--- src/sv/pirf_pkg.sv ---
// ----------------------------------------------------------------------------
// pirf_pkg
// Shared widths, vector types and the rotation helper for the polyphase
// input rotate/format block.
// ----------------------------------------------------------------------------
package pirf_pkg;

  localparam int SAMPLE_W         = 32;
  localparam int VECTOR_LEN       = 16;
  localparam int IN_LANES         = 7;
  localparam int OUT_LANES        = 8;
  localparam int DELAY_FRAMES_DEF = 3;
  localparam int LANE_W           = 3;
  localparam int WORD_W           = 2 * SAMPLE_W;
  localparam int ROW_W            = 2 * VECTOR_LEN * SAMPLE_W;

  // lane codes on the input channel
  localparam logic [LANE_W-1:0] LAST_LANE = LANE_W'(IN_LANES - 1);
  localparam logic [LANE_W-1:0] NULL_LANE = LANE_W'(IN_LANES);

  // output slot code of the final word of a frame
  localparam logic [LANE_W-1:0] LAST_SLOT = LANE_W'(OUT_LANES - 1);

  typedef logic [SAMPLE_W-1:0] sample_t;
  typedef logic [WORD_W-1:0]   word_t;
  typedef sample_t [VECTOR_LEN-1:0] vec_t;

  // control handed from the top level to every slot formatter
  typedef struct packed {
    logic load;   // delayed vectors advance into the slots this cycle
    logic odd;    // frame parity of the frame being loaded
  } slot_ctl_t;

  // out[(m + 2*ph) mod 16] = v[m]
  function automatic vec_t rotate_vec(input vec_t v, input logic [2:0] ph);
    vec_t r;
    for (int k = 0; k < VECTOR_LEN; k++) begin
      r[k] = v[4'(k) - {ph, 1'b0}];
    end
    return r;
  endfunction

endpackage

--- src/sv/pirf_slot.sv ---
// ----------------------------------------------------------------------------
// pirf_slot
// Formatter for one output slot: pairs the even samples with the previous
// vectors on even frames, sends the saved odd-sample words on odd frames.
// ----------------------------------------------------------------------------
module pirf_slot (
  input  logic                clk,
  input  logic                rst,
  input  pirf_pkg::slot_ctl_t ctl,
  input  pirf_pkg::sample_t   da_even,
  input  pirf_pkg::sample_t   da_odd,
  input  pirf_pkg::sample_t   db_even,
  input  pirf_pkg::sample_t   db_odd,
  output pirf_pkg::word_t     word_lo,
  output pirf_pkg::word_t     word_hi
);
  import pirf_pkg::*;

  sample_t prev_a_even, prev_a_odd, prev_b_even, prev_b_odd;
  word_t   saved_lo, saved_hi;

  // previous vectors: updated on odd frames
  always_ff @(posedge clk) begin
    if (rst) begin
      prev_a_even <= '0;
      prev_a_odd  <= '0;
      prev_b_even <= '0;
      prev_b_odd  <= '0;
    end else if (ctl.load && ctl.odd) begin
      prev_a_even <= da_even;
      prev_a_odd  <= da_odd;
      prev_b_even <= db_even;
      prev_b_odd  <= db_odd;
    end
  end

  // saved words and the outgoing word pair
  always_ff @(posedge clk) begin
    if (ctl.load) begin
      if (ctl.odd) begin
        word_lo <= saved_lo;
        word_hi <= saved_hi;
      end else begin
        word_lo  <= {prev_b_even, prev_a_even};
        word_hi  <= {db_even, da_even};
        saved_lo <= {prev_b_odd, prev_a_odd};
        saved_hi <= {db_odd, da_odd};
      end
    end
  end

endmodule

--- config.mk ---
export PLATFORM = sky130hd
export DESIGN_NAME = pirf_slot
export DESIGN_NICKNAME = d
export VERILOG_FILES = /design/src/sv/pirf_pkg.sv /design/src/sv/pirf_slot.sv
export SDC_FILE = /design/constraint.sdc
export NUM_CORES = 1
export LEC_CHECK = 0
export BUFFER_PORTS_ARGS = -buffer_cell sky130_fd_sc_hd__buf_2
export CORE_MARGIN = 8
export CORE_UTILIZATION = 40
export CTS_BUF_LIST = sky130_fd_sc_hd__clkbuf_8 sky130_fd_sc_hd__clkbuf_16
export DETAILED_ROUTE_END_ITERATION = 6
export HOLD_SLACK_MARGIN = 0.15
export PLACE_DENSITY_LB_ADDON = 0.3
export SYNTH_ARGS = -nofsm -noshare
export SYNTH_HDL_FRONTEND = slang
export SYNTH_SLANG_ARGS = --single-unit
--- constraint.sdc ---
create_clock -name clk -period 8.8 [get_ports clk]
set_input_delay 1.76 -clock clk [delete_from_list [all_inputs] [get_ports clk]]
set_output_delay 1.76 -clock clk [all_outputs]
set_load 0.05 [all_outputs]
======== Word-level counts from Yosys, hierarchy flattened ========
Index checks and enable logic that the tools add are counted.
storage, ports and cells
  flip-flop bits (word level) ............. 384
cells by class
  mux-type cells .......................... 2
  bitwise operators ....................... 1
  reductions and logical operators ........ 2
operator list
  operator           count
  $mux 64            2
  $reduce_and 2->1   1
  $logic_and 1x1->1  1
  $not 1->1          1

======== Longest topological paths before layout ========
  depth in word-level cells ............... 2
  depth in mapped cells ................... 5

======== Worst setup path after synthesis ========
OpenSTA, ideal clock, no wires.
  kind .................................... input port to flip-flop
  from .................................... input ctl[0] (netlist bit)
  to ...................................... register saved_hi[0], enable pin
  arrival time ............................ 7.834 ns
  path slack .............................. 0.334 ns
  stages on the path ...................... 4
  path buffers ............................ 3
  cells stage by stage .................... buf_6 > buf_6 > buf_2 > nor2b_1
on the way
  cells in the longest elaborated chain, start to end .. 2
RTL lines
  item                               line             text
  from (decl)                        pirf_slot.sv:9   input pirf_pkg::slot_ctl_t ctl,
  $not 1->1 (no source line)         n/a
  $reduce_and 2->1 (no source line)  n/a
  to (signal assigned)               pirf_slot.sv:47  saved_hi <= {db_odd, da_odd};
  to (decl)                          pirf_slot.sv:20  word_t saved_lo, saved_hi;
No other way between the ends.
A chain may end at the register's enable or synchronous reset.

======== Final worst setup path ========
  from .................................... input ctl[0] (netlist bit)
  to ...................................... register word_lo[61] (data pin)
on the way
  cells in the longest elaborated chain, start to end .. 1
RTL lines
  item                  line             text
  $mux 64               pirf_slot.sv:40  if (ctl.odd) begin
  to (signal assigned)  pirf_slot.sv:41  word_lo <= saved_lo;
  to (signal assigned)  pirf_slot.sv:44  word_lo <= {prev_b_even, prev_a_even};
  to (decl)             pirf_slot.sv:14  output pirf_pkg::word_t word_lo,
No other way between the ends.

==> impl_metrics.ini <==
[die]
fp.dieW_um = 211.6
die_h_um = 211.6
coreArea_sq_mm = 0.03767
io_pins = 260
placementRows = 71
fp.dieArea_sq_mm = 0.04479
initial_core_util_pct = 40.65

[drt]
drc_errors = 0
drtIter0Drc = 465
via_per_inst = 4.947
drt-total-wl_um = 31220
vias = 8657
route.met2.wl_um = 13940
top_layer_used = met5
drtPass1Iterations = 4
antenna_left = 0
met1_length_um = 13960
wl_per_cell_um = 17.84
met3_length_um = 2730

[min_path]
min_path_type = flop to flop
hp-start = prev_a_odd[13]
hold_end = saved_lo[13]
worstHoldPathCells = 0

[cts]
cts_made_buffers = 41
cts_setup_buffers = 0
clockRootBuffer = clkbuf_16
ctsResizeCount = 0
clk_latency_ns = 0.54
cts.sinks = 384
hold_buffers = 0
cts_tree = built
path_clk_slew_ns = 0.06
cts_max_level = 2
ctsLongestPathBuffers = 3

[synth]
yosysWarnings = 0
synth-seq-area-share_pct = 66.94
ys_ff_latch = 384
syn-mean-instance-area_sq_um = 15.58
synth_area_sq_mm = 0.01531
ys_types = 14
syn-num-nets = 1115
syn_inst = 983

[placed_design]
place.port_buffers = 259
pre_cts_slack_ns = 4.516
dp.cells = 1677
hpwl_um = 18680
gp_congestion = 0.7073

[timing]
worst_pin_slew_ns = 1.047
fmax_mhz = 266.3
tns_ns = 0
hold_violations = 0
drv_slew = 0
finalSetupViolCount = 0
min_period_over_period_pct = 42.67
period_needed_ns = 3.755
slew_headroom_pct = 30.17
finalWorstSetupSlack_ns = 5.045
fin_skew_ns = 0.007154
rsz0062_at_grt = false
whs_ns = 0.4137

[worst_setup_path]
endpoint_kind = flop
arrival_ns = 4.04
startpoint_type = primary input
r2r_end = word_hi[0]
crit_type = primary input to flop
cp.required_ns = 9.08
worst-r2r-cell-count = 1
crit_fanout = 68
reg2reg_slack_ns = 7.90
r2r-start = saved_hi[0]

[global_routing]
grt_util_all_layers_pct = 13.41
grt_pass1_wl_um = 48600
antenna_found_initial = 4
grt_pass1_vias = 8833
grt_remaining_overflow = 0
grt_start_max_net_pins = 193

[pwr]
ir_worst_vdd_mv = 0.1622
power.density_mw_per_mm2 = 229.9
p_leak_uw = 0.007042
power_uw = 4133

[run]
maxCapViolCount = 0

[run_status]
status = finished clean

[finish]
fill_cells = 3333
antenna_cells = 0
nets = 1341
syn2layout_area_growth_pct = 17.40
multiInputGateArea_sq_mm = 0.004408
regArea_sq_mm = 0.01025
drive_gt1_share_pct = 37.37
instances_no_fill = 1750
==> layer usage <==
layer  track usage, %  vias up
met5                0        -
met4            4.194        6
met3            4.703       49
met2            20.57      232
met1            17.64     4221
li1                 -     4149
==> area by class of cell <==
cell class,instances,area share (%)
sequential,384,57.02
multi-input combinational,513,24.52
timing repair buffer,269,7.824
clock buffer,44,5.938
tap,511,3.557
clock inverter,29,1.135
==> how the worst max path moves through the flow <==
stage,slack (ns),startpoint,end,depth (start not counted)
after global routing,4.94,ctl[0],word_lo[61],4
after global placement,4.55,ctl[0],word_lo[61],4
after floorplan,0.33,ctl[0],saved_hi[0],4
after CTS,5.10,ctl[0],word_lo[61],4
after detailed placement,4.52,ctl[0],word_lo[61],4
final,5.04,ctl[0],word_lo[61],4
==> critical path: stages <==
cell and delay [ns]:
buf_8 0.30, buf_4 0.75, buf_4 0.72, mux2_2 0.40
==> layout by cell type (no fill, tap or decap), types with 14 or more instances in the layout <==
cell type,n
buf_2,256
edfxtp_1,256
nand3_1,128
a21bo_1,128
dfxtp_1,128
a21oi_1,117
mux2_4,93
clkbuf_16,41
mux2_2,35
inv_1,14
==> per-stage QoR <==
stage | area (sq um) | utilization, %
finish | 17970 | 47.72
global route | 17970 | 47.72
detailed placement | 16700 | 44.35
floorplan | 15310 | -
CTS | 17970 | 47.72
global placement | 16700 | 44.35
==> sequential cells by signal, indices dropped and copies added (netlist names) <==
signal,cells
prev_a_even,32
saved_lo,64
word_lo,64
prev_b_even,32
prev_a_odd,32
prev_b_odd,32
saved_hi,64
word_hi,64
==> power breakdown <==
part	switching [uW]	total [uW]	internal (uW)	leakage (uW)
combinational	291	436	145	0.00282
clock	673	1630	957	0.000668
sequential	30.6	2070	2040	0.00356
==> synth_stat cells <==
cell type	n	area (sq um)
a21bo_1	128	1281
buf_4	4	30.03
a21oi_2	11	96.34
nor2b_1	1	6.260
mux2_4	93	1396
dfxtp_1	128	2562
buf_1	1	3.750
nand3_1	128	640.6
buf_6	38	427.9
edfxtp_1	256	7687
mux2_2	35	394.1
a21oi_1	117	585.6
clkbuf_1	13	48.80
buf_2	30	150.1
==> cell families (layout without fill, tap and decap cells) <==
family | Yosys count | after routing | synth area share (%)
DFF | 384 | 384 | 66.94
buffers and inverters | 86 | 342 | 4.315
muxes | 128 | 128 | 11.69
AOI/OAI and AO/OA | 256 | 256 | 12.82
and+or+nand+nor | 129 | 129 | 4.225
Power figures use the tool's default switching activity.
