## src/sv/pirf_pkg.sv

```systemverilog
// ----------------------------------------------------------------------------
// pirf_pkg
// Shared widths, vector types and the rotation helper for the polyphase
// input rotate/format block.
// ----------------------------------------------------------------------------
package pirf_pkg;

  localparam int SAMPLE_W         = 32;
  localparam int VECTOR_LEN       = 16;
  localparam int IN_LANES         = 7;
  localparam int OUT_LANES        = 8;
  localparam int DELAY_FRAMES_DEF = 3;
  localparam int LANE_W           = 3;
  localparam int WORD_W           = 2 * SAMPLE_W;
  localparam int ROW_W            = 2 * VECTOR_LEN * SAMPLE_W;

  // lane codes on the input channel
  localparam logic [LANE_W-1:0] LAST_LANE = LANE_W'(IN_LANES - 1);
  localparam logic [LANE_W-1:0] NULL_LANE = LANE_W'(IN_LANES);

  // output slot code of the final word of a frame
  localparam logic [LANE_W-1:0] LAST_SLOT = LANE_W'(OUT_LANES - 1);

  typedef logic [SAMPLE_W-1:0] sample_t;
  typedef logic [WORD_W-1:0]   word_t;
  typedef sample_t [VECTOR_LEN-1:0] vec_t;

  // control handed from the top level to every slot formatter
  typedef struct packed {
    logic load;   // delayed vectors advance into the slots this cycle
    logic odd;    // frame parity of the frame being loaded
  } slot_ctl_t;

  // out[(m + 2*ph) mod 16] = v[m]
  function automatic vec_t rotate_vec(input vec_t v, input logic [2:0] ph);
    vec_t r;
    for (int k = 0; k < VECTOR_LEN; k++) begin
      r[k] = v[4'(k) - {ph, 1'b0}];
    end
    return r;
  endfunction

endpackage

```

## src/sv/pirf_gather.sv

```systemverilog
// ----------------------------------------------------------------------------
// pirf_gather
// Collects lane words 0..5, completes A with the lane 6 word and history,
// B with lane 6 and A's first samples; rotates them by the running phase.
// ----------------------------------------------------------------------------
module pirf_gather (
  input  logic                       clk,
  input  logic                       rst,
  input  logic                       wr_en,
  input  logic [pirf_pkg::LANE_W-1:0] lane,
  input  logic [63:0]                word_low,
  input  logic [63:0]                word_high,
  output pirf_pkg::vec_t             rot_a,
  output pirf_pkg::vec_t             rot_b
);
  import pirf_pkg::*;

  // lanes 0..5 kept as {word_high, word_low}; no reset, written before use
  logic [2*WORD_W-1:0] lane_store [IN_LANES-1];
  sample_t             hist [2];
  logic [2:0]          phase;
  vec_t                vec_a;
  vec_t                vec_b;
  logic                fire;

  assign fire = wr_en && (lane == LAST_LANE);

  // lane store write
  always_ff @(posedge clk) begin
    if (wr_en && (lane < LAST_LANE)) begin
      lane_store[lane] <= {word_high, word_low};
    end
  end

  // vector assembly: the lane 6 word comes straight from the input
  always_comb begin
    for (int l = 0; l < IN_LANES - 1; l++) begin
      vec_a[l]            = lane_store[l][SAMPLE_W-1:0];
      vec_a[l + IN_LANES] = lane_store[l][WORD_W-1:SAMPLE_W];
      vec_b[l]            = lane_store[l][WORD_W+SAMPLE_W-1:WORD_W];
      vec_b[l + IN_LANES] = lane_store[l][2*WORD_W-1:WORD_W+SAMPLE_W];
    end
    vec_a[IN_LANES-1]   = word_low[SAMPLE_W-1:0];
    vec_a[2*IN_LANES-1] = word_low[WORD_W-1:SAMPLE_W];
    vec_b[IN_LANES-1]   = word_high[SAMPLE_W-1:0];
    vec_b[2*IN_LANES-1] = word_high[WORD_W-1:SAMPLE_W];
    vec_a[VECTOR_LEN-2] = hist[0];
    vec_a[VECTOR_LEN-1] = hist[1];
    vec_b[VECTOR_LEN-2] = vec_a[0];
    vec_b[VECTOR_LEN-1] = vec_a[1];
  end

  assign rot_a = rotate_vec(vec_a, phase);
  assign rot_b = rotate_vec(vec_b, phase + 3'd1);

  // history and phase advance once per completed frame
  always_ff @(posedge clk) begin
    if (rst) begin
      hist[0] <= '0;
      hist[1] <= '0;
      phase   <= '0;
    end else if (fire) begin
      hist[0] <= vec_b[0];
      hist[1] <= vec_b[1];
      phase   <= phase + 3'd2;
    end
  end

endmodule

```

## config.mk

```make
export PLATFORM = sky130hd
export DESIGN_NAME = pirf_gather
export DESIGN_NICKNAME = d
export VERILOG_FILES = /design/src/sv/pirf_pkg.sv /design/src/sv/pirf_gather.sv
export SDC_FILE = /design/constraint.sdc
export NUM_CORES = 2
export LEC_CHECK = 0
export BUFFER_PORTS_ARGS = -buffer_cell sky130_fd_sc_hd__buf_2
export CORE_AREA = 2 2 445 447
export CTS_CLUSTER_DIAMETER = 100
export DETAILED_ROUTE_END_ITERATION = 10
export DIE_AREA = 0 0 447 449
export PLACE_DENSITY_LB_ADDON = 0.15
export SLEW_MARGIN = 5
export SYNTH_ARGS = -nofsm -noshare
export SYNTH_HDL_FRONTEND = slang
export SYNTH_SLANG_ARGS = --single-unit
```

## constraint.sdc

```tcl
create_clock -name clk -period 22.9 [get_ports clk]
set_input_delay 4.58 -clock clk [delete_from_list [all_inputs] [get_ports clk]]
set_output_delay 4.58 -clock clk [all_outputs]
set_load 0.01 [all_outputs]
```

Word level (Yosys, flattened, before mapping)
Memories as Yosys holds them, arrays and structs flattened.
Cells that the tools add are included.
{"block": "op_classes", "addsub": 34, "multipliers": 0, "n_div": 0, "n_lt_le_gt_ge": 33, "eq_ne": 1, "shift": 0, "muxes": 73, "bitwise": 2, "n_reduce_logical": 2}
{"op": "32-bit binary-select mux with 4-bit select", "count": 32}
{"op": "32-bit 2-to-1 mux", "count": 34}
{"op": "4-bit by 5-bit less-than comparator with 1-bit output (second input constant)", "count": 32}
{"op": "4-bit subtractor (first input constant)", "count": 16}
{"op": "3-bit by 4-bit subtractor with 4-bit output (first input constant)", "count": 8}
{"op": "1-bit by 4-bit subtractor with 4-bit output (first input constant)", "count": 4}
{"op": "2-bit by 4-bit subtractor with 4-bit output (first input constant)", "count": 4}
{"op": "1-bit 2-to-1 mux", "count": 7}
{"op": "3-bit by 1-bit adder with 3-bit output (second input constant)", "count": 1}
{"op": "3-bit by 2-bit adder with 3-bit output (second input constant)", "count": 1}
{"op": "3-bit equality test (second input constant)", "count": 1}
{"op": "3-bit less-than comparator (second input constant)", "count": 1}
{"op": "1-bit logical AND", "count": 2}
{"op": "1-bit bitwise OR", "count": 2}
{"block": "word_totals", "reg_bits": 3, "latchBits": 0, "ram_bits": 832, "mem_bits_ro": 0, "input_bits": 134, "output_inout_bits": 1024, "elab_cells": 148, "memories": 2}
{"name": "lane_store", "depth": 6, "word_bits": 128, "read_ports": 6, "rd_ports_with_merged_regs": 0, "wr": 1, "line": "pirf_gather.sv:19", "rtl": "logic [2*WORD_W-1:0] lane_store [IN_LANES-1];"}
{"name": "hist", "depth": 2, "word_bits": 32, "read_ports": 2, "rd_ports_with_merged_regs": 0, "wr": 2, "line": "pirf_gather.sv:20", "rtl": "sample_t hist [2];"}

Logic depth before layout (Yosys ltp)
{"block": "logic_depth", "ltp_word": 6, "depth_mapped": 7}

Worst setup path after synthesis
Ideal clock, no wire load.
{"block": "synth_timing", "kind": "input -> register", "start": "input wr_en", "end": "memory lane_store[5][0] (netlist bit), enable pin", "t_arrival_ns": 13.919, "required_time_ns": 22.103, "setup_slack_ns": 8.184, "cell_stages": 2, "cell_sequence": "nand2_1 nor3b_1"}
{"block": "synth_via", "elab_chain_cells": 3}
{"element": "start: declaration", "line": "pirf_gather.sv:9", "rtl": "input logic wr_en,"}
{"element": "1-bit logical AND", "line": "pirf_gather.sv:30", "rtl": "if (wr_en && (lane < LAST_LANE)) begin"}
{"element": "1-bit 2-to-1 mux", "line": "pirf_gather.sv:30"}
{"element": "1-bit 2-to-1 mux (not written as such)", "line": "pirf_gather.sv:31", "rtl": "lane_store[lane] <= {word_high, word_low};"}
{"element": "end: declaration", "line": "pirf_gather.sv:19"}
Every way passes these cells.

==> flow_metrics.py <==
metrics = {
    "setup_path": {
        "r2r_slack_ns": 19.74,
        "crit-reg2reg-capture": "phase[2]",
        "cp_top_family": "multiplexers",
        "worstPathArrival_ns": 5.86,
        "endpoint_kind": "output pin",
        "critPathLaunch": "word_low[32]",
        "critical_path_class": "input port to output pin",
        "crit_path_cell_trace": "buf_2, mux2i_1, a21oi_1, buf_2",
        "cpPeakStageDelay_ns": 0.70,
        "crit_fanout": 8,
        "cpMostUsedCell": "buf_2",
        "cp-start-kind": "input port",
        "critPathBufInv": 2,
        "r2r-start": "phase[1]",
        "critical_path_required_ns": 18.32,
        "reg2reg_depth": 5,
        "crit_slowest_cell": "mux2i_1",
    },
    "yosys": {
        "synth-edff-count": 832,
        "synth.most_common_cell": "edfxtp_1",
        "synth_top_area_cell": "edfxtp_1",
        "synth_area_per_cell_um2": 14.7,
        "syn_nets": 3461,
        "syn_area_um2": 48700,
        "yosys_warnings": 0,
        "synth_commonest_cells": "832 x edfxtp_1, 512 x mux4_2, 311 x o21ai_0",
        "syn-instance-count": 3327,
        "async_reset_ff_share_pct": 0,
        "synth_cell_types": 26,
        "ys_seq_elements": 834,
        "ys.flop_type": "edfxtp_1",
        "synth.area.top_cells": "edfxtp_1 51%, mux4_2 24%, mux2_2 5.9%",
        "synth_top_area_share_pct": 51.3,
        "yosysSeqAreaShare_pct": 51.3,
    },
    "global_routing": {
        "gr-usage-all-layers_pct": 22.2,
        "grt_max_degree": 227,
        "grt_pass1_vias": 33300,
        "grt_pass1_wl_um": 304000,
        "gr-total-overflow": 0,
        "antenna_found_initial": 45,
    },
    "min_path": {
        "hold_path.class": "flip-flop to flip-flop",
        "whs_endpoint": "hist[0][43]",
        "worst_hold_path.num_cells": 1,
        "worstHoldStart": "lane_store[1][75]",
    },
    "cells_and_area": {
        "regArea_um2": 25000,
        "area_growth_pct": 23.2,
        "fillers": 20000,
        "final_nets": 4486,
        "layout-drive-gt1-share_pct": 48.4,
        "multi_input_area_um2": 21800,
    },
    "pwr": {
        "power.leakage_nw": 20.1,
        "intPower_mw": 2.99,
        "p_switching_mw": 1.12,
        "p_sw_share_pct": 27.3,
        "comb_power_share_pct": 13.1,
        "clkPwrFrac_pct": 43.4,
        "p_per_area_nw_per_um2": 68.4,
        "p_seq_share_pct": 43.6,
        "peakVddDrop_uv": 63.8,
        "p_total_mw": 4.11,
    },
    "drt": {
        "via_per_inst": 5.19,
        "drt_iter0_markers": 3857,
        "finalWirelength_um": 232000,
        "num_vias": 36900,
        "firstDrtPassIters": 6,
        "drcViolationCount": 0,
        "wl_per_cell_um": 32.7,
        "drtAntennaViolNets": 0,
    },
    "floorplan": {
        "fp.dieH_um": 449,
        "die_area_um2": 201000,
        "start_util_pct": 24.8,
        "dieWidth_um": 447,
        "ioPinCount": 1158,
        "core_um2": 196000,
        "rows": 163,
    },
    "clock_network": {
        "htreeDepth": 3,
        "clock_latency_ns": 0.74,
        "numCtsBuffers": 108,
        "post_cts_resized": 0,
        "cts_hold_buffers": 0,
        "root_buffer": "clkbuf_16",
        "post-cts-setup-buffer-count": 0,
        "clk_pin_slew_ns": 0.06,
        "cts.path.max_buffers": 3,
        "cts.sinks": 834,
        "cts_tree": "yes",
    },
    "place": {
        "hpwl_um": 177000,
        "portBuffers": 1157,
        "gp_congestion": 0.908,
    },
    "flow_run": {
        "drv_cap": 0,
    },
    "timing": {
        "finalSetupViolations": 0,
        "hold_violations": 0,
        "rsz0062_at_grt": "false",
        "setup_tns_ns": 0,
        "report.final.slew_viol_count": 0,
        "period_share_pct": 45.6,
        "timing.fmax_mhz": 95.8,
        "fin_crit_ns": 10.44,
        "skew_ns": 0.0183,
        "timing.slew.headroom_pct": 26.0,
        "tightest_slew_ns": 1.10,
        "hold_ws_ns": 0.622,
    },
    "outcome": {
        "outcome": "finished clean",
    },
}
-- stage by stage --
step                std cells  util (%)  setup slack (ns)  area [um^2]
finish                   7101      30.6             12.46        60100
detailed placement       6882      28.8             12.44        56400
global placement         6882      28.8             12.45        56400
CTS                      7082      30.6             12.44        60000
floorplan                3327         -              8.18        48700
global route             7083      30.6             12.45        60000
-- worst max-delay path by stage --
stage	cells past startpoint	slack [ns]	endpoint
finish	4	12.46	rot_a[288]
global route	4	12.45	rot_a[288]
CTS	4	12.44	rot_a[288]
detailed placement	4	12.44	rot_a[288]
global placement	4	12.45	rot_a[288]
floorplan	2	8.18	lane_store[5][0]
-- placed cells by master, fill, tap and decap left out, types with 2 or more instances in the layout --
cell and n:
inv_6 6, clkinv_2 20, buf_12 8, edfxtp_1 832
o21ai_0 311, clkinvlp_4 9, clkinv_1 17, and2_1 64
dfxtp_4 2, nand2b_1 66, nor3_2 2, nor2_1 257
clkbuf_16 109, diode_2 19, bufinv_16 16, a21oi_1 257
mux2i_1 128, buf_4 48, o21ai_1 74, mux4_2 512
nor2_4 3, buf_2 1157, nand2_1 257, mux2_2 256
clkbuf_1 22
-- cells by family after synthesis --
group | count (synthesis) | share of synthesized area [%]
muxes | 896 | 32.2
DFF | 834 | 51.3
and+or+nand+nor | 655 | 5.77
AOI/OAI and AO/OA | 642 | 6.59
buffers and inverters | 299 | 4.09
xor gates and xnor gates | 1 | 0.0180
-- registers in the layout, indices dropped and copies added (netlist names) --
name        count
phase           2
hist           64
lane_store    768
-- cell type report --
class / instances / share of cell area [%]
antenna: 19 / 0.0791
clock inverter: 69 / 1.31
clock buffer: 131 / 4.68
sequential: 834 / 41.7
tap: 2640 / 5.50
timing repair buffer: 1213 / 10.5
multi-input combinational: 2194 / 36.3
inverter: 1 / 0.00625
-- power groups by stage --
stage / clock (mW) / combinational (mW) / sequential [mW]
floorplan: 0 / 0.278 / 1.79
global placement: 0 / 0.540 / 1.82
detailed placement: 0 / 0.539 / 1.82
CTS: 1.84 / 0.542 / 1.79
global route: 1.88 / 0.564 / 1.80
finish: 1.78 / 0.537 / 1.79
-- layer usage --
layer	track usage (%)	part of all wire, %
met5	0	0.043
met3	4.71	8.3
met2	31.4	42
met4	8.15	3.8
met1	33.1	46
-- worst register-to-register path, delay by kind of cell, from the launching register on --
family          cells  cell delay [ns]
compound gates      1             0.14
simple gates        1             0.39
flops               1             0.82
buf+inv             3             1.74
Power figures use the tool's default switching activity.
